--- config.mk ---
export PLATFORM = sky130hd
export DESIGN_NAME = h27i_queue
export DESIGN_NICKNAME = d
export VERILOG_FILES = /design/src/rtl/h27i_queue.sv
export SDC_FILE = /design/constraint.sdc
export NUM_CORES = 1
export LEC_CHECK = 0
export ABC_AREA = 0
export CAP_MARGIN = 0
export CORE_MARGIN = 3
export CORE_UTILIZATION = 58
export DETAILED_ROUTE_END_ITERATION = 12
export DONT_BUFFER_PORTS = 1
export PLACE_DENSITY = 0.74
export SLEW_MARGIN = 20
export SYNTH_ARGS = -nofsm -noshare
export SYNTH_HDL_FRONTEND = slang
export SYNTH_SLANG_ARGS = --single-unit
--- constraint.sdc ---
create_clock -name clk -period 1.8 [get_ports clk]
set_input_delay 0.09 -clock clk [delete_from_list [all_inputs] [get_ports clk]]
set_output_delay 0.09 -clock clk [all_outputs]
set_load 0.005 [all_outputs]
--- src/rtl/h27i_queue.sv ---
module h27i_queue #(
  parameter int WIDTH = 8,
  parameter int DEPTH = 2
) (
  input  logic             clk,
  input  logic             rst,
  input  logic             wr_valid,
  output logic             wr_ready,
  input  logic [WIDTH-1:0] wr_data,
  output logic             rd_valid,
  input  logic             rd_ready,
  output logic [WIDTH-1:0] rd_data
);

  localparam int PW = (DEPTH > 1) ? $clog2(DEPTH) : 1;
  localparam int CW = $clog2(DEPTH + 1);

  logic [WIDTH-1:0] slots [DEPTH];
  logic [PW-1:0]    wr_ptr;
  logic [PW-1:0]    rd_ptr;
  logic [CW-1:0]    count;
  logic             push;
  logic             pop;

  assign wr_ready = (count != CW'(DEPTH));
  assign rd_valid = (count != '0);
  assign rd_data  = slots[rd_ptr];
  assign push     = wr_valid && wr_ready;
  assign pop      = rd_valid && rd_ready;

  always_ff @(posedge clk) begin
    if (rst) begin
      wr_ptr <= '0;
      rd_ptr <= '0;
      count  <= '0;
    end else begin
      if (push) begin
        wr_ptr <= (wr_ptr == PW'(DEPTH - 1)) ? '0 : wr_ptr + 1'b1;
      end
      if (pop) begin
        rd_ptr <= (rd_ptr == PW'(DEPTH - 1)) ? '0 : rd_ptr + 1'b1;
      end
      if (push && !pop) begin
        count <= count + 1'b1;
      end else if (pop && !push) begin
        count <= count - 1'b1;
      end
    end
  end

  always_ff @(posedge clk) begin
    if (push) begin
      slots[wr_ptr] <= wr_data;
    end
  end

endmodule

==> reports/qor.csv <==
metric,value,unit
status,"complete, no violations",
Clock Path Buffers,2,
crit path from,count[1]$_SDFFE_PP0P_,
sequential area share after synthesis,0.720,
# port buffers,0,
post-route clock period utilization,0.940,
vias in the first global route,499,
IO Count,22,
Die ar.,0.00187,mm2
Max-Cap Viols,0,
Fillers,60,
Sw Share,0.302,
DR DRC count,0,
Startpoint Class,register,
"Reg clk slew, reported paths",0.12,ns
clock skew,0.00600,ns
remaining antenna violation count,0,
final std cells w/o fill,76,
worst rel slew slack,0.753,
Required @ worst endpoint,2.03,ns
setup TNS,0,ns
total wire length,1490,um
Final nets,76,
initial core utilization,0.671,
Least-Margin Pin Slew,0.370,ns
synth-to-layout area growth,17.5,%
initial antenna violation count,0,
Syn Std Cell Area,806,um2
Total GRT Usage,0.178,
Clock Tree Root,clkbuf_4,
Synth cell types,17,
leak pwr,0.346,nW
share of cells above drive strength 1,0.258,
largest net degree at the start of global routing,13,
Psw,0.000374,W
total chip power,0.00124,W
hold violation total from the final report,0,
logic gate share of total power,0.262,
RSZ-0062 raised after global routing,false,
pwr dens,1310,mW/mm2
CP max FO,5,
CTS tree,built,
Synthesized Nets,62,
"Remaining Overflow, GRT",0,
Seq pwr share,0.559,
Mapped Cells,49,
Internal Pwr Total,0.000864,W
max-slew violation count,0,
gpl congestion,0.609,
hold_sp,rd_ready,
Syn. warnings,0,
Clock power frac,0.178,
cts bufs inserted,3,
crit path kind,reg2reg,
clock latency on the worst-skew pair,0.30,ns
Core Footprint,0.00120,mm2
post-CTS setup buffers,0,
vias per cell,5.88,
fmax,0.591,GHz
Inserted Diodes,0,
wire per inst,19.6,um
Crit-path slowest cell,dfxtp_1,
Die Y-Extent,43.3,um
Hold Path Class,in2reg,
Crit. End Element,register,
Syn Area/Cell,16.4,um2
first-pass GRT wire length,2380,um
Rows,12,
flop and latch count out of synthesis,21,
FF-to-FF Start,count[1]$_SDFFE_PP0P_,
post-route minimum period,1.69,ns
CTS H-tree lvls,1,
drt first pass iters,4,
Peak VDD IR,0.825,mV
DR vias,447,
Iter 0 DRT Violations,21,
Die Span X,43.3,um
"critical path, cell by cell","nand2b_4, and2_1, ha_1, or3_1, a21oi_1",
Setup Viol. Count Final,0,
Worst EP arrival,1.92,ns
slowest cell delay on critical path,0.47,ns
Clock Sinks,21,
placed insts,62,
==> path summary, 6_finish.rpt <==
check	endpoint	slack (ns)	depth (start not counted)
worst max register to register	count[1]$_SDFFE_PP0P_	0.11	5
worst min register to register	rd_ptr$_SDFFE_PP0P_	0.57	2
worst min-delay path	rd_ptr$_SDFFE_PP0P_	0.15	3
worst max-delay path	count[1]$_SDFFE_PP0P_	0.11	5
==> layout make-up <==
type / instances / area, um2 / area share
tap: 14 / 17.5 / 0.0185
timing repair buffer: 10 / 100 / 0.106
clock inverter: 1 / 5.00 / 0.00528
inverter: 1 / 3.75 / 0.00396
multi-input combinational: 26 / 216 / 0.229
clock buffer: 3 / 22.5 / 0.0238
sequential: 21 / 582 / 0.614
==> state kept, by name, summed over array words and instances, names as in the netlist, named ones only <==
name and flops:
wr_ptr 1, count 2, slots 16, rd_ptr 1
==> cells by family (layout without fill, tap and decap cells) <==
logic type      Yosys count  in the layout  synth area share
flops                    21             21             0.721
simple gates              9              9            0.0714
buf+inv                   2             15            0.0109
xor+xnor                  3              3            0.0326
compound gates            5              5            0.0373
mux                       8              8             0.112
fa+ha+maj                 1              1            0.0155
==> metrics by stage <==
step	hold slack (ns)	util	cell area (um2)	setup WS, ns
2_1_floorplan	0.159	-	806	0.315
5_1_grt	0.212	0.789	947	0.00346
6_report	0.152	0.789	947	0.107
4_1_cts	0.145	0.788	946	0.162
3_5_place_dp	0.166	0.681	818	0.180
3_3_place_gp	0.161	0.681	818	0.288
==> cell usage in the layout, fill, tap and decap left out <==
master	count
and2_1	1
dlygate4sd3_1	10
dfxtp_1	4
and3_1	1
ha_1	1
edfxtp_1	16
inv_1	1
nand3b_1	1
a21oi_1	2
or3_1	1
nand2b_4	1
o21ai_0	1
xor2_1	3
or2_2	1
mux2_2	8
o21ai_1	1
nor2_1	3
clkbuf_4	3
clkinv_2	1
a21bo_2	1
dfxtp_2	1
==> power by group through the flow <==
stage | combinational [W] | sequential [W] | clock, W
CTS | 0.000309 | 0.000684 | 0.000214
finish | 0.000325 | 0.000692 | 0.000221
global route | 0.000355 | 0.000704 | 0.000245
floorplan | 0.000262 | 0.000658 | 0
global placement | 0.000264 | 0.000684 | 0
detailed placement | 0.000283 | 0.000694 | 0
==> cells in the mapped netlist <==
master	count	area, um2
or2_2	1	6.26
and3_1	1	6.26
and2_1	1	6.26
a21oi_1	2	10.0
inv_1	1	3.75
buf_2	1	5.00
nor2_1	3	11.3
dfxtp_1	5	100
ha_1	1	12.5
xor2_1	3	26.3
nand2b_4	1	13.8
a21bo_2	1	10.0
mux2_2	8	90.1
edfxtp_1	16	480
nand3b_1	1	7.51
or3_1	1	6.26
o21ai_0	2	10.0
==> what timing repair did <==
item	in CTS	in global routing
hold buffers	10	0
endpoints found under the setup margin	0	1
hold endpoints to repair	21	0
gates resized for setup	0	2
==> critical path, delay by kind of cell (launching register included) <==
kind                     cells  cell delay (ns)
AND/OR/NAND/NOR              3             0.67
flip-flops                   1             0.47
adder cells (fa/ha/maj)      1             0.31
AO/OA/AOI/OAI                1             0.18
==> routing by layer <==
layer	vias up	track usage	routed length, um
met2	28	0.310	825
met3	6	0.0466	141
met4	0	0.0843	29
met5	-	0	0
met1	209	0.197	495
li1	204	-	-
(Power assumes the default switching activity.)
