[config.mk]
export PLATFORM = sky130hd
export DESIGN_NAME = h27i_back
export DESIGN_NICKNAME = d
export VERILOG_FILES = /design/src/rtl/h27i_pkg.sv /design/src/rtl/h27i_back.sv
export SDC_FILE = /design/constraint.sdc
export NUM_CORES = 2
export LEC_CHECK = 0
export ABC_AREA = 1
export BUFFER_PORTS_ARGS = -buffer_cell sky130_fd_sc_hd__clkbuf_2
export CORE_MARGIN = 2
export CORE_UTILIZATION = 35
export DETAILED_ROUTE_END_ITERATION = 10
export PLACE_DENSITY_LB_ADDON = 0.08
export SLEW_MARGIN = 20
export SYNTH_ARGS = -nofsm -noshare
export SYNTH_HDL_FRONTEND = slang
export SYNTH_SLANG_ARGS = --single-unit
[constraint.sdc]
create_clock -name clk -period 7.2 [get_ports clk]
set_input_delay 1.44 -clock clk [delete_from_list [all_inputs] [get_ports clk]]
set_output_delay 1.44 -clock clk [all_outputs]
set_load 0.005 [all_outputs]
[src/rtl/h27i_pkg.sv]
package h27i_pkg;

  localparam int NODE_COUNT          = 27;
  localparam int VALUE_BITS_DEF      = 24;
  localparam int COORD_FRAC_BITS_DEF = 14;
  localparam int COORD_BITS          = 16;
  localparam int POS_BITS            = 12;
  localparam int INDEX_BITS          = 5;
  localparam int QUEUE_DEPTH         = 2;

  typedef enum logic {
    CMD_LOAD   = 1'b0,
    CMD_SAMPLE = 1'b1
  } cmd_t;

  // Node parameter along one axis: minus one, zero or plus one.
  typedef enum logic [1:0] {
    PAR_N = 2'd0,
    PAR_Z = 2'd1,
    PAR_P = 2'd2
  } par_t;

  // Node positions in hex27 order, one table per axis.
  localparam par_t NODE_S [NODE_COUNT] = '{
    PAR_N, PAR_P, PAR_P, PAR_N, PAR_N, PAR_P, PAR_P, PAR_N,
    PAR_Z, PAR_P, PAR_Z, PAR_N, PAR_Z, PAR_P, PAR_Z, PAR_N,
    PAR_N, PAR_P, PAR_P, PAR_N, PAR_Z, PAR_P, PAR_Z, PAR_N,
    PAR_Z, PAR_Z, PAR_Z
  };
  localparam par_t NODE_T [NODE_COUNT] = '{
    PAR_N, PAR_N, PAR_P, PAR_P, PAR_N, PAR_N, PAR_P, PAR_P,
    PAR_N, PAR_Z, PAR_P, PAR_Z, PAR_N, PAR_Z, PAR_P, PAR_Z,
    PAR_N, PAR_N, PAR_P, PAR_P, PAR_N, PAR_Z, PAR_P, PAR_Z,
    PAR_Z, PAR_Z, PAR_Z
  };
  localparam par_t NODE_U [NODE_COUNT] = '{
    PAR_N, PAR_N, PAR_N, PAR_N, PAR_P, PAR_P, PAR_P, PAR_P,
    PAR_N, PAR_N, PAR_N, PAR_N, PAR_P, PAR_P, PAR_P, PAR_P,
    PAR_Z, PAR_Z, PAR_Z, PAR_Z, PAR_Z, PAR_Z, PAR_Z, PAR_Z,
    PAR_N, PAR_P, PAR_Z
  };

  // Width of one queue entry: command, index, value, nine basis values,
  // three position fields and the last flag.
  function automatic int entry_bits(input int value_bits, input int frac_bits);
    return 1 + INDEX_BITS + value_bits + 9 * (frac_bits + 2) + 3 * POS_BITS + 1;
  endfunction

endpackage

[src/rtl/h27i_back.sv]
module h27i_back #(
  parameter int VALUE_BITS      = h27i_pkg::VALUE_BITS_DEF,
  parameter int COORD_FRAC_BITS = h27i_pkg::COORD_FRAC_BITS_DEF,
  parameter int ENTRY_BITS      = h27i_pkg::entry_bits(h27i_pkg::VALUE_BITS_DEF,
                                                       h27i_pkg::COORD_FRAC_BITS_DEF),
  parameter int OUT_BITS        = 64
) (
  input  logic                clk,
  input  logic                rst,
  input  logic                q_valid,
  output logic                q_ready,
  input  logic [ENTRY_BITS-1:0] q_data,
  output logic                out_valid,
  input  logic                out_ready,
  output logic [OUT_BITS-1:0] out_data,
  output logic                out_sat,
  output logic                out_last
);

  import h27i_pkg::*;

  localparam int F   = COORD_FRAC_BITS;
  localparam int BW  = F + 2;
  localparam int P1W = 2 * BW;
  localparam int P2W = 3 * BW;
  localparam int TW  = BW + VALUE_BITS;
  localparam int AW  = TW + $clog2(NODE_COUNT);
  localparam int KW  = $clog2(NODE_COUNT);
  localparam int PIPE = 5;

  localparam logic signed [P2W-1:0] HALF_W = P2W'(64'd1 << (2 * F - 1));
  localparam logic signed [AW-1:0]  HALF_R = AW'(64'd1 << (F - 1));
  localparam logic signed [AW-1:0]  VMAX   = AW'((64'sd1 <<< (VALUE_BITS - 1)) - 64'sd1);
  localparam logic signed [AW-1:0]  VMIN   = ~VMAX;

  typedef struct packed {
    cmd_t                    cmd;
    logic [INDEX_BITS-1:0]   idx;
    logic [VALUE_BITS-1:0]   value;
    logic [2:0][BW-1:0]      bas_s;
    logic [2:0][BW-1:0]      bas_t;
    logic [2:0][BW-1:0]      bas_u;
    logic [POS_BITS-1:0]     x;
    logic [POS_BITS-1:0]     y;
    logic [POS_BITS-1:0]     z;
    logic                    last;
  } entry_t;

  typedef enum logic [1:0] {
    ST_IDLE,
    ST_ISSUE,
    ST_DRAIN
  } state_t;

  function automatic logic signed [BW-1:0] pick(input logic [2:0][BW-1:0] b,
                                                input par_t p);
    case (p)
      PAR_N:   return $signed(b[0]);
      PAR_P:   return $signed(b[2]);
      default: return $signed(b[1]);
    endcase
  endfunction

  entry_t                  ent;
  state_t                  state;
  logic [KW-1:0]           k;
  logic [PIPE-1:0]         vld;
  logic signed [AW-1:0]    acc;
  logic                    issue;
  logic                    load_now;
  logic                    finish;

  logic [VALUE_BITS-1:0]   mem [NODE_COUNT];
  logic [VALUE_BITS-1:0]   rdata;

  logic signed [BW-1:0]    bs0, bt0, bu0;
  logic signed [P1W-1:0]   p1;
  logic signed [BW-1:0]    bu1;
  logic [VALUE_BITS-1:0]   v1, v2, v3;
  logic signed [P2W-1:0]   p2;
  logic signed [P2W-1:0]   w_full;
  logic signed [BW-1:0]    w3;
  logic signed [TW-1:0]    t4;

  logic signed [AW-1:0]    rnd;
  logic                    sat_hi;
  logic                    sat_lo;
  logic [VALUE_BITS-1:0]   field;

  assign ent      = entry_t'(q_data);
  assign issue    = (state == ST_ISSUE);
  assign load_now = (state == ST_IDLE) && q_valid && (ent.cmd == CMD_LOAD);
  assign finish   = (state == ST_DRAIN) && (vld == '0) && (!out_valid || out_ready);
  assign q_ready  = load_now || finish;

  // Final rounding to an integer and saturation to the value range.
  always_comb begin
    rnd    = (acc + HALF_R) >>> F;
    sat_hi = (rnd > VMAX);
    sat_lo = (rnd < VMIN);
    if (sat_hi) begin
      field = VMAX[VALUE_BITS-1:0];
    end else if (sat_lo) begin
      field = VMIN[VALUE_BITS-1:0];
    end else begin
      field = rnd[VALUE_BITS-1:0];
    end
  end

  always_ff @(posedge clk) begin
    if (rst) begin
      state     <= ST_IDLE;
      vld       <= '0;
      out_valid <= 1'b0;
      k         <= '0;
    end else begin
      vld <= {vld[PIPE-2:0], issue};
      if (vld[PIPE-1]) begin
        acc <= acc + AW'(t4);
      end
      if (out_valid && out_ready) begin
        out_valid <= 1'b0;
      end
      case (state)
        ST_IDLE: begin
          if (q_valid && ent.cmd == CMD_SAMPLE) begin
            acc   <= '0;
            k     <= '0;
            state <= ST_ISSUE;
          end
        end
        ST_ISSUE: begin
          k <= k + 1'b1;
          if (k == KW'(NODE_COUNT - 1)) begin
            state <= ST_DRAIN;
          end
        end
        ST_DRAIN: begin
          if (finish) begin
            out_valid <= 1'b1;
            out_data  <= OUT_BITS'({ent.z, ent.y, ent.x, field});
            out_sat   <= sat_hi || sat_lo;
            out_last  <= ent.last;
            state     <= ST_IDLE;
          end
        end
        default: begin
          state <= ST_IDLE;
        end
      endcase
    end
  end

  // Node store: one write port for loads, one registered read for the sweep.
  always_ff @(posedge clk) begin
    if (load_now && ent.idx < INDEX_BITS'(NODE_COUNT)) begin
      mem[ent.idx] <= ent.value;
    end
    rdata <= mem[k];
  end

  // Weight and product pipeline, one node per cycle.
  assign w_full = (p2 + HALF_W) >>> (2 * F);

  always_ff @(posedge clk) begin
    bs0 <= pick(ent.bas_s, NODE_S[k]);
    bt0 <= pick(ent.bas_t, NODE_T[k]);
    bu0 <= pick(ent.bas_u, NODE_U[k]);
    p1  <= bs0 * bt0;
    bu1 <= bu0;
    v1  <= rdata;
    p2  <= p1 * bu1;
    v2  <= v1;
    w3  <= w_full[BW-1:0];
    v3  <= v2;
    t4  <= w3 * $signed(v3);
  end

endmodule

==> metrics <==
critical path peak fanout 24; Initial Util 35.3%; clock skew 0.111 ns; DR vias ~60,000; Syn-to-layout area delta 10.8%; Final Hold Viols 0; WHS Path Cells 0; initial antenna violation count 13; Total Routing Usage GR 21.0%; ys flop type edfxtp_1; number of placement rows 178; io pins 283; CTS Buf Count 118; clock buffer depth 3; Worst Path Class, Setup reg2reg; GP Congestion 0.895; ranking of synthesized cells by area edfxtp_1, fa_1, inv_1, nand2_1, dfxtp_1; DP Wirelength 189 mm; Post-synth top cells inv_1, nand2_1, fa_1; Synth Register Bits 1,033; flop2flop setup slack 0.49 ns; met3 usage about 2.8%; final net count between 10,000 and 15,000; largest net degree at the start of global routing 198; Mean Syn Cell Area between 9 and 10 um2; r2r startpoint w3[2]$_DFF_P_; ANT nets after route 0; clk sinks a little over 1,000; Reg2Reg Depth 18; initial drt markers between 4,000 and 5,000; Synth Warn # 0; H-tree depth 3; Routed WL 253 mm; core area 236,000 um2; outcome finished clean; period utilization 93.1%; Worst Setup End Kind flop; EDFF count, synth 755; global routing usage on met1 29.8%; Remaining DRCs 0; DR vias/cell between 4 and 5; Hold Slack between 0.2 and 0.3 ns; post-CTS setup buffer count 0; FFs w/ async S/R, synth 0%; Slew HR 24.4%; synthesized instance count 9,201; Max Freq 149 MHz; CTS tree built; M2 GR Usage 34.0%; placed cell count roughly 12,000; post-route cell area 92,100 um2; hold path start v1[17]$_DFF_P_; hold buffers post-CTS 0; count of cell types in the netlist 54; die area 242,000 um2; RSZ-0062 raised after global routing no; Final setup viols 0; layout cells sized above 1 between 7 and 8%; DP Area 88,200 um2; Worst EP required 7.81 ns; Hold Path Class reg2reg; r2r endpoint t4[34]$_DFF_P_; CTS root buf clkbuf_16; routed len/inst 20.1 um; leading area contributor after synthesis edfxtp_1; post-cts resize count 0; Netlist Area Pre-Place 83,200 um2; total negative setup slack 0 ns; vias in the first global route about 63,000; Max Cap Violations 0; Buffers on Ports 278; die height 491 um; Seq/Total Area, Yosys 34.0%; CP Data Arrival Time 7.31 ns; measured slew at the worst slew-check pin between 1 and 1.5 ns; clock latency on the worst-skew pair 0.83 ns; total gr overflow 0; Hold Path End v2[17]$_DFF_P_; min Tclk post-route 6.71 ns; most common cell in the synthesized netlist inv_1; Startpoint Class flop; Worst-path clk slew 0.06 ns; global-route wire length before repair between 300 and 400 mm; Die Span X 491 um; max-slew violations 0; Layout Cells excl Fill 12,600; layer with the highest usage met2; share of the synthesized area in the top cell type 27.3%; Pre-Repair DR Iteration Count 6
cells by family after synthesis:
kind of cell / after synthesis / share of synthesized area (%)
xor gates and xnor gates: 151 / 1.59
buffers and inverters: 2517 / 11.5
other: 1 / 0.00451
adders and majority gates: 1424 / 31.3
and+or+nand+nor: 3108 / 15.0
AOI/OAI and AO/OA: 967 / 6.72
DFF: 1033 / 34.0
state kept, by name (all words and copies together), names as in the netlist, 2 cells and up:
register  count
v3           24
p2           17
mem         648
p1           32
bt0          16
w3           16
state         2
out_data     60
v1           24
t4           40
rdata        24
acc          45
bu1          16
k             5
bs0          16
v2           24
vld           5
bu0          16
worst max-delay path by stage:
stage	startpoint	end	slack, ns	cells past startpoint
3_3_place_gp	w3[2]$_DFF_P_	t4[23]$_DFF_P_	0.43	17
6_report	w3[2]$_DFF_P_	t4[34]$_DFF_P_	0.49	18
4_1_cts	w3[2]$_DFF_P_	t4[34]$_DFF_P_	0.52	18
2_1_floorplan	v3[23]$_DFF_P_	t4[39]$_DFF_P_	1.71	21
3_5_place_dp	w3[2]$_DFF_P_	t4[34]$_DFF_P_	0.54	18
5_1_grt	w3[3]$_DFF_P_	t4[34]$_DFF_P_	0.15	19
routing by layer:
| metal | vias to the layer above | wire length, um |
|---|---|---|
| li1 | 28500 | - |
| met1 | 30200 | 117000 |
| met2 | 1490 | 116000 |
| met3 | 298 | 12900 |
| met4 | 8 | 6330 |
| met5 | - | 52 |
through the flow:
step,utilization [%],setup slack [ns]
after floorplan,-,1.71
after global placement,37.4,0.431
after detailed placement,37.4,0.537
after CTS,39.1,0.523
after global routing,39.1,0.150
final,39.1,0.494
critical path, stage by stage, from the launching register on:
cell and delay, ns:
dfxtp_1 1.03, nand2_1 0.18, fa_1 0.55, fa_1 0.58, fa_1 0.45, fa_1 0.54, inv_1 0.07, fa_1 0.50
fa_1 0.43, ha_1 0.39, nand2_1 0.15, nor2_1 0.20, nand2_1 0.10, nand3_1 0.16, a21oi_1 0.19, o21ai_0 0.63
nand2_1 0.22, nand3_1 0.13, nand2_1 0.08
layout make-up:
class / count / area [um2]
fill: 23900 / 144000
multi-input combinational: 5654 / 45600
sequential: 1033 / 28300
inverter: 2120 / 7970
tap: 3150 / 3940
clock buffer: 173 / 3350
timing repair buffer: 414 / 2440
clock inverter: 51 / 544
antenna: 1 / 2.50
cell usage in the layout (no fill, tap or decap), types with 6 or more instances in the layout:
cell type / instances
edfxtp_1: 755
a21boi_0: 6
a31oi_1: 15
nor2_4: 30
nor2_2: 6
xnor2_1: 44
ha_1: 335
xor2_1: 107
nand4_1: 66
clkinv_1: 18
clkbuf_16: 120
inv_1: 2113
a21oi_1: 206
clkbuf_2: 279
o22ai_1: 70
o221ai_1: 81
a21o_1: 17
o2111ai_1: 6
o21ai_0: 462
clkinvlp_4: 7
nor4_1: 12
clkbuf_4: 7
o21bai_1: 21
clkbuf_1: 33
o21ai_1: 13
or2_2: 21
nand2_2: 35
dfxtp_1: 272
nor3_1: 47
buf_4: 134
nand3_1: 266
clkinv_2: 10
o211ai_1: 46
nand2_1: 1927
fa_1: 1089
nor2_1: 679
clkbuf_8: 12
Power is not shown: default switching activity piles up to over one toggle a cycle in this logic, so the estimate is an artifact.
