--- config.mk ---
export PLATFORM = sky130hd
export DESIGN_NAME = h27i_front
export DESIGN_NICKNAME = d
export VERILOG_FILES = /design/src/rtl/h27i_pkg.sv /design/src/rtl/h27i_front.sv
export SDC_FILE = /design/constraint.sdc
export NUM_CORES = 2
export LEC_CHECK = 0
export BUFFER_PORTS_ARGS = -buffer_cell sky130_fd_sc_hd__buf_2
export CAP_MARGIN = 0
export CORE_ASPECT_RATIO = 2
export CORE_MARGIN = 8
export CORE_UTILIZATION = 40
export DETAILED_ROUTE_END_ITERATION = 8
export GPL_ROUTABILITY_DRIVEN = 0
export SLEW_MARGIN = 30
export SYNTH_ARGS = -nofsm -noshare
export SYNTH_HDL_FRONTEND = slang
export SYNTH_SLANG_ARGS = --single-unit
--- constraint.sdc ---
create_clock -name clk -period 10.3 [get_ports clk]
set_input_delay 1.03 -clock clk [delete_from_list [all_inputs] [get_ports clk]]
set_output_delay 1.03 -clock clk [all_outputs]
set_load 0.01 [all_outputs]
--- src/rtl/h27i_pkg.sv ---
package h27i_pkg;

  localparam int NODE_COUNT          = 27;
  localparam int VALUE_BITS_DEF      = 24;
  localparam int COORD_FRAC_BITS_DEF = 14;
  localparam int COORD_BITS          = 16;
  localparam int POS_BITS            = 12;
  localparam int INDEX_BITS          = 5;
  localparam int QUEUE_DEPTH         = 2;

  typedef enum logic {
    CMD_LOAD   = 1'b0,
    CMD_SAMPLE = 1'b1
  } cmd_t;

  // Node parameter along one axis: minus one, zero or plus one.
  typedef enum logic [1:0] {
    PAR_N = 2'd0,
    PAR_Z = 2'd1,
    PAR_P = 2'd2
  } par_t;

  // Node positions in hex27 order, one table per axis.
  localparam par_t NODE_S [NODE_COUNT] = '{
    PAR_N, PAR_P, PAR_P, PAR_N, PAR_N, PAR_P, PAR_P, PAR_N,
    PAR_Z, PAR_P, PAR_Z, PAR_N, PAR_Z, PAR_P, PAR_Z, PAR_N,
    PAR_N, PAR_P, PAR_P, PAR_N, PAR_Z, PAR_P, PAR_Z, PAR_N,
    PAR_Z, PAR_Z, PAR_Z
  };
  localparam par_t NODE_T [NODE_COUNT] = '{
    PAR_N, PAR_N, PAR_P, PAR_P, PAR_N, PAR_N, PAR_P, PAR_P,
    PAR_N, PAR_Z, PAR_P, PAR_Z, PAR_N, PAR_Z, PAR_P, PAR_Z,
    PAR_N, PAR_N, PAR_P, PAR_P, PAR_N, PAR_Z, PAR_P, PAR_Z,
    PAR_Z, PAR_Z, PAR_Z
  };
  localparam par_t NODE_U [NODE_COUNT] = '{
    PAR_N, PAR_N, PAR_N, PAR_N, PAR_P, PAR_P, PAR_P, PAR_P,
    PAR_N, PAR_N, PAR_N, PAR_N, PAR_P, PAR_P, PAR_P, PAR_P,
    PAR_Z, PAR_Z, PAR_Z, PAR_Z, PAR_Z, PAR_Z, PAR_Z, PAR_Z,
    PAR_N, PAR_P, PAR_Z
  };

  // Width of one queue entry: command, index, value, nine basis values,
  // three position fields and the last flag.
  function automatic int entry_bits(input int value_bits, input int frac_bits);
    return 1 + INDEX_BITS + value_bits + 9 * (frac_bits + 2) + 3 * POS_BITS + 1;
  endfunction

endpackage

--- src/rtl/h27i_front.sv ---
module h27i_front #(
  parameter int VALUE_BITS      = h27i_pkg::VALUE_BITS_DEF,
  parameter int COORD_FRAC_BITS = h27i_pkg::COORD_FRAC_BITS_DEF,
  parameter int TDATA_BITS      = 120,
  parameter int ENTRY_BITS      = h27i_pkg::entry_bits(h27i_pkg::VALUE_BITS_DEF,
                                                       h27i_pkg::COORD_FRAC_BITS_DEF)
) (
  input  logic                  clk,
  input  logic                  rst,
  input  logic                  in_valid,
  output logic                  in_ready,
  input  logic [TDATA_BITS-1:0] in_data,
  input  logic                  in_cmd,
  input  logic                  in_last,
  output logic                  q_valid,
  input  logic                  q_ready,
  output logic [ENTRY_BITS-1:0] q_data
);

  import h27i_pkg::*;

  localparam int F    = COORD_FRAC_BITS;
  localparam int CLW  = F + 2;
  localparam int CMPW = (COORD_BITS > CLW) ? COORD_BITS : CLW;
  localparam int SQW  = 2 * F + 1;
  localparam int RW   = 2 * F + 3;
  localparam int BW   = F + 2;

  localparam int OFF_V = INDEX_BITS;
  localparam int OFF_S = OFF_V + VALUE_BITS;
  localparam int OFF_T = OFF_S + COORD_BITS;
  localparam int OFF_U = OFF_T + COORD_BITS;
  localparam int OFF_X = OFF_U + COORD_BITS;
  localparam int OFF_Y = OFF_X + POS_BITS;
  localparam int OFF_Z = OFF_Y + POS_BITS;

  localparam logic signed [CMPW-1:0] ONE_C = CMPW'(64'd1 << F);
  localparam logic signed [RW-1:0]   ONE2  = RW'(64'd1 << (2 * F));
  localparam logic signed [RW-1:0]   HALF  = RW'(64'd1 << F);

  typedef struct packed {
    cmd_t                    cmd;
    logic [INDEX_BITS-1:0]   idx;
    logic [VALUE_BITS-1:0]   value;
    logic [2:0][BW-1:0]      bas_s;
    logic [2:0][BW-1:0]      bas_t;
    logic [2:0][BW-1:0]      bas_u;
    logic [POS_BITS-1:0]     x;
    logic [POS_BITS-1:0]     y;
    logic [POS_BITS-1:0]     z;
    logic                    last;
  } entry_t;

  function automatic logic signed [CLW-1:0] clamp(input logic [COORD_BITS-1:0] raw);
    logic signed [CMPW-1:0] c;
    c = CMPW'($signed(raw));
    if (c > ONE_C) begin
      c = ONE_C;
    end else if (c < -ONE_C) begin
      c = -ONE_C;
    end
    return c[CLW-1:0];
  endfunction

  // One-dimensional quadratic basis, exact at 2F+1 fraction bits, then
  // rounded half up to F fraction bits.
  function automatic logic [BW-1:0] basis(input logic signed [CLW-1:0] c,
                                          input logic [SQW-1:0] sq,
                                          input par_t p);
    logic signed [RW-1:0] cone;
    logic signed [RW-1:0] sqx;
    logic signed [RW-1:0] raw;
    logic signed [RW-1:0] rnd;
    cone = RW'(c) <<< F;
    sqx  = $signed(RW'(sq));
    case (p)
      PAR_N:   raw = sqx - cone;
      PAR_P:   raw = sqx + cone;
      default: raw = (ONE2 - sqx) <<< 1;
    endcase
    rnd = (raw + HALF) >>> (F + 1);
    return rnd[BW-1:0];
  endfunction

  // Stage A: clamped coordinates.
  logic                  a_valid;
  logic                  a_cmd;
  logic [INDEX_BITS-1:0] a_idx;
  logic [VALUE_BITS-1:0] a_value;
  logic signed [CLW-1:0] a_c [3];
  logic [POS_BITS-1:0]   a_x, a_y, a_z;
  logic                  a_last;

  // Stage B: coordinates and their squares.
  logic                  b_valid;
  logic                  b_cmd;
  logic [INDEX_BITS-1:0] b_idx;
  logic [VALUE_BITS-1:0] b_value;
  logic signed [CLW-1:0] b_c [3];
  logic [SQW-1:0]        b_sq [3];
  logic [POS_BITS-1:0]   b_x, b_y, b_z;
  logic                  b_last;

  logic signed [2*CLW-1:0] sq_full [3];
  logic                    en_a;
  logic                    en_b;
  entry_t                  ent;

  assign en_b     = !b_valid || q_ready;
  assign en_a     = !a_valid || en_b;
  assign in_ready = en_a;
  assign q_valid  = b_valid;
  assign q_data   = ent;

  always_ff @(posedge clk) begin
    if (rst) begin
      a_valid <= 1'b0;
      b_valid <= 1'b0;
    end else begin
      if (en_a) begin
        a_valid <= in_valid;
      end
      if (en_b) begin
        b_valid <= a_valid;
      end
    end
  end

  always_comb begin
    for (int i = 0; i < 3; i++) begin
      sq_full[i] = a_c[i] * a_c[i];
    end
  end

  always_ff @(posedge clk) begin
    if (en_a && in_valid) begin
      a_cmd   <= in_cmd;
      a_idx   <= in_data[INDEX_BITS-1:0];
      a_value <= in_data[OFF_V +: VALUE_BITS];
      a_c[0]  <= clamp(in_data[OFF_S +: COORD_BITS]);
      a_c[1]  <= clamp(in_data[OFF_T +: COORD_BITS]);
      a_c[2]  <= clamp(in_data[OFF_U +: COORD_BITS]);
      a_x     <= in_data[OFF_X +: POS_BITS];
      a_y     <= in_data[OFF_Y +: POS_BITS];
      a_z     <= in_data[OFF_Z +: POS_BITS];
      a_last  <= in_last;
    end
    if (en_b && a_valid) begin
      b_cmd   <= a_cmd;
      b_idx   <= a_idx;
      b_value <= a_value;
      b_x     <= a_x;
      b_y     <= a_y;
      b_z     <= a_z;
      b_last  <= a_last;
      for (int i = 0; i < 3; i++) begin
        b_c[i]  <= a_c[i];
        b_sq[i] <= sq_full[i][SQW-1:0];
      end
    end
  end

  // Each axis gets its three bases, stored in the order of the par_t codes.
  always_comb begin
    ent.cmd   = cmd_t'(b_cmd);
    ent.idx   = b_idx;
    ent.value = b_value;
    ent.x     = b_x;
    ent.y     = b_y;
    ent.z     = b_z;
    ent.last  = b_last;
    for (int j = 0; j < 3; j++) begin
      ent.bas_s[j] = basis(b_c[0], b_sq[0], par_t'(2'(j)));
      ent.bas_t[j] = basis(b_c[1], b_sq[1], par_t'(2'(j)));
      ent.bas_u[j] = basis(b_c[2], b_sq[2], par_t'(2'(j)));
    end
  end

endmodule

==> results.md <==
* Post-cts resize count at 0
* Die Y at just under 500 microns
* Vias at about 31,000
* Syn avg cell area at roughly 10 sq um
* Die ar. at ~120,000 sq um
* Post-CTS Setup Inserts at 0
* Ys flop type: edfxtp_1
* CP Data Arrival Time at about 7700 ps
* Worst-Skew Late Latency at about 570 ps
* Post-layout nets at roughly 6,000
* Via density at ~5
* Vias in the first global route at 32,992
* Hold Crit Depth at 0
* Startpoint Class: flip-flop
* Total GRT Usage at between 10% and 20%
* H-tree depth at 2
* Worst slew pin tran at 1002 ps
* DRT Wirelength at approximately 110,000 microns
* Crit path cell chain: inv_1 -> nor2_1 -> fa_1 -> inv_1 -> fa_1 -> inv_1 -> fa_1 -> inv_1 -> fa_1 -> fa_1 -> fa_1 -> inv_1 -> ha_1 -> a21o_1 -> a21oi_1 -> nand3b_1 -> o221ai_1 -> o21ai_0 -> o41ai_2 -> o2111ai_1 -> a21oi_1 -> xnor2_1
* Critical path class: flip-flop to flip-flop
* Setup WS pre-CTS at 3019 ps
* EDFF count, synth at 311
* First-pass GRT wire length at roughly 170,000 microns
* Final setup viols at 0
* Post-route cell area at between 40,000 and 50,000 sq um
* Fin util at between 40% and 50%
* Status: finished, final reports clean
* Area of the core at around 110,000 sq um
* Clock sink total at between 300 and 400
* CP endpoint kind: flip-flop
* Hold/Removal Path Class: flip-flop to flip-flop
* Final Hold Viols at 0
* IO buf count at approximately 330
* Clk pin slew, worst setup/hold paths at ~60 ps
* Fillers at approximately 10,000
* Data required time of the worst path at approximately 11,000 ps
* Final HPWL DP at just under 90,000 microns
* Final Cycle Share at a little under three quarters
* Critical-path maximum fanout at 15
* Root Driver: clkbuf_16
* Routed Antenna Nets at 0
* DRC at 0
* Die extent in x at ~250 microns
* Max Clk Rate at 136.1 MHz
* Worst Reg-to-Reg Cells at 22
* Clk buf depth at 3
* Max-cap violations at 0
* Critical-path top delay cell: edfxtp_1
* Detailed Route Iter0 Violations at 1,507
* Initial Utilization at 40.13%
* Tmin final at between 7000 and 8000 ps
* CTS tree: built
* Cts hold-fix bufs at 0
* Total gr overflow at 0
* Worst Skew at 15.37 ps
* Wire per inst at approximately 17 microns
* Cell Area, Placed at 47,100 sq um
* Most common cell after layout, fill and taps aside: inv_1
* CTS buffer count at 34
* Pin count of the biggest net entering global routing at between 70 and 80
* Num ports at about 340
* Slew Limit Fails at 0
* Syn_nets at between 5,000 and 6,000
* Commonest non-fill, non-tap cells in the layout: 1,085 x inv_1, 649 x fa_1, 502 x ha_1, 331 x buf_2, 311 x edfxtp_1
* Yosys reg bits at around 310
* Initial antenna violation count at 14
* Layout Area Growth over Synthesis at 9.977%
* Layout cells sized above 1 at under 10%
* Seq/Total Area, Yosys at 21.38%
* Most frequent CP cell: fa_1
* Mapped Cells at approximately 4,400
* Final worst slack at a little under 3000 ps
* Largest stage delay, worst path at 690 ps
* Ys async rst share at 0%
* DR pass1 iterations at 5
* Slew margin rel. at between 30% and 40%
* Setup_tns at 0 ps
* Synthesis Warnings at 0
* Synth unique cells at between 80 and 90
* RSZ-0062 raised after global routing: no
* Area of the mapped netlist at ~44,000 sq um
* Row count at between 150 and 200
==> critical path: cells and delay by family (launching register included) <==
| family | cells | cell delay (ps) |
|---|---|---|
| AOI/OAI and AO/OA | 7 | 1990 |
| xor gates and xnor gates | 1 | 80 |
| adders and majority gates | 7 | 3350 |
| buffers and inverters | 5 | 670 |
| DFF | 1 | 690 |
| and+or+nand+nor | 2 | 300 |
==> area by class of cell <==
cell class	instances	area (sq um)	share of cell area, %
antenna	7	17.52	0.03631
clock buffer	39	890.9	1.847
clock inverter	23	230.2	0.4772
inverter	1088	4084	8.465
multi-input combinational	2921	30110	62.40
sequential	313	9379	19.44
tap	1392	1742	3.610
timing repair buffer	349	1795	3.722
==> per-stage QoR <==
| stage | hold slack [ps] | std cells |
|---|---|---|
| global placement | 400.7 | 6063 |
| global route | 413.2 | 6127 |
| CTS | 413.5 | 6125 |
| finish | 410.0 | 6132 |
| detailed placement | 404.5 | 6063 |
| floorplan | 400.3 | 4405 |
==> registers in the layout, summed over array words and instances, names as in the netlist, 5 cells and up <==
register and flops:
b_sq 81, a_c 48, b_c 48, a_value 24, b_value 24, a_x 12, a_y 12, a_z 12
b_x 12, b_y 12, b_z 12, a_idx 5, b_idx 5
==> worst paths after layout <==
path	startpoint	to	slack (ps)
setup / recovery	a_c[0][34]	b_sq[0][85]	2950
hold / removal	a_last	b_last	410
setup reg to reg	a_c[0][34]	b_sq[0][85]	2950
hold reg to reg	a_last	b_last	410
==> Yosys cell counts (16+ instances only) <==
cell type	n	share of area [%]
a211oi_1	21	0.36
a21o_1	62	1.1
a21oi_1	145	1.7
a31oi_1	27	0.39
and2_1	162	2.3
and3_1	25	0.36
clkbuf_1	78	0.67
edfxtp_1	311	21
fa_1	649	30
ha_1	502	14
inv_1	1085	9.3
nand2_1	296	2.5
nand2b_1	38	0.54
nand3_1	39	0.44
nand4_1	16	0.23
nor2_1	199	1.7
nor2b_1	41	0.58
nor3_1	47	0.54
nor4_1	24	0.34
o21a_1	27	0.46
o21ai_0	75	0.86
o21bai_1	33	0.56
or2_2	16	0.23
xnor2_1	221	4.4
xor2_1	60	1.2
==> layer usage <==
| metal | part of all wire [%] | up-vias | routed length, microns | global-route usage, % |
|---|---|---|---|---|
| met3 | 6.5 | 159 | 6848 | 3.171 |
| met1 | 46 | 15022 | 48410 | 23.87 |
| met4 | 2.6 | 14 | 2778 | 4.921 |
| met5 | 0.083 | - | 87 | 0 |
| met2 | 45 | 820 | 47320 | 28.21 |
| li1 | - | 14534 | - | - |
==> cells by family (layout without fill, tap and decap cells) <==
group	Yosys count	after routing	share of synthesized area, %
fa+ha+maj	1152	1152	43.96
mux	8	8	0.1939
simple gates	971	971	11.07
compound gates	509	509	7.741
other cells	0	7	0
xor+xnor	281	281	5.610
buf+inv	1171	1499	10.05
flops	313	313	21.38
Power is left out: the tool's default activity adds up to more than one toggle a clock period on the data nets, which glitch-free logic cannot reach.
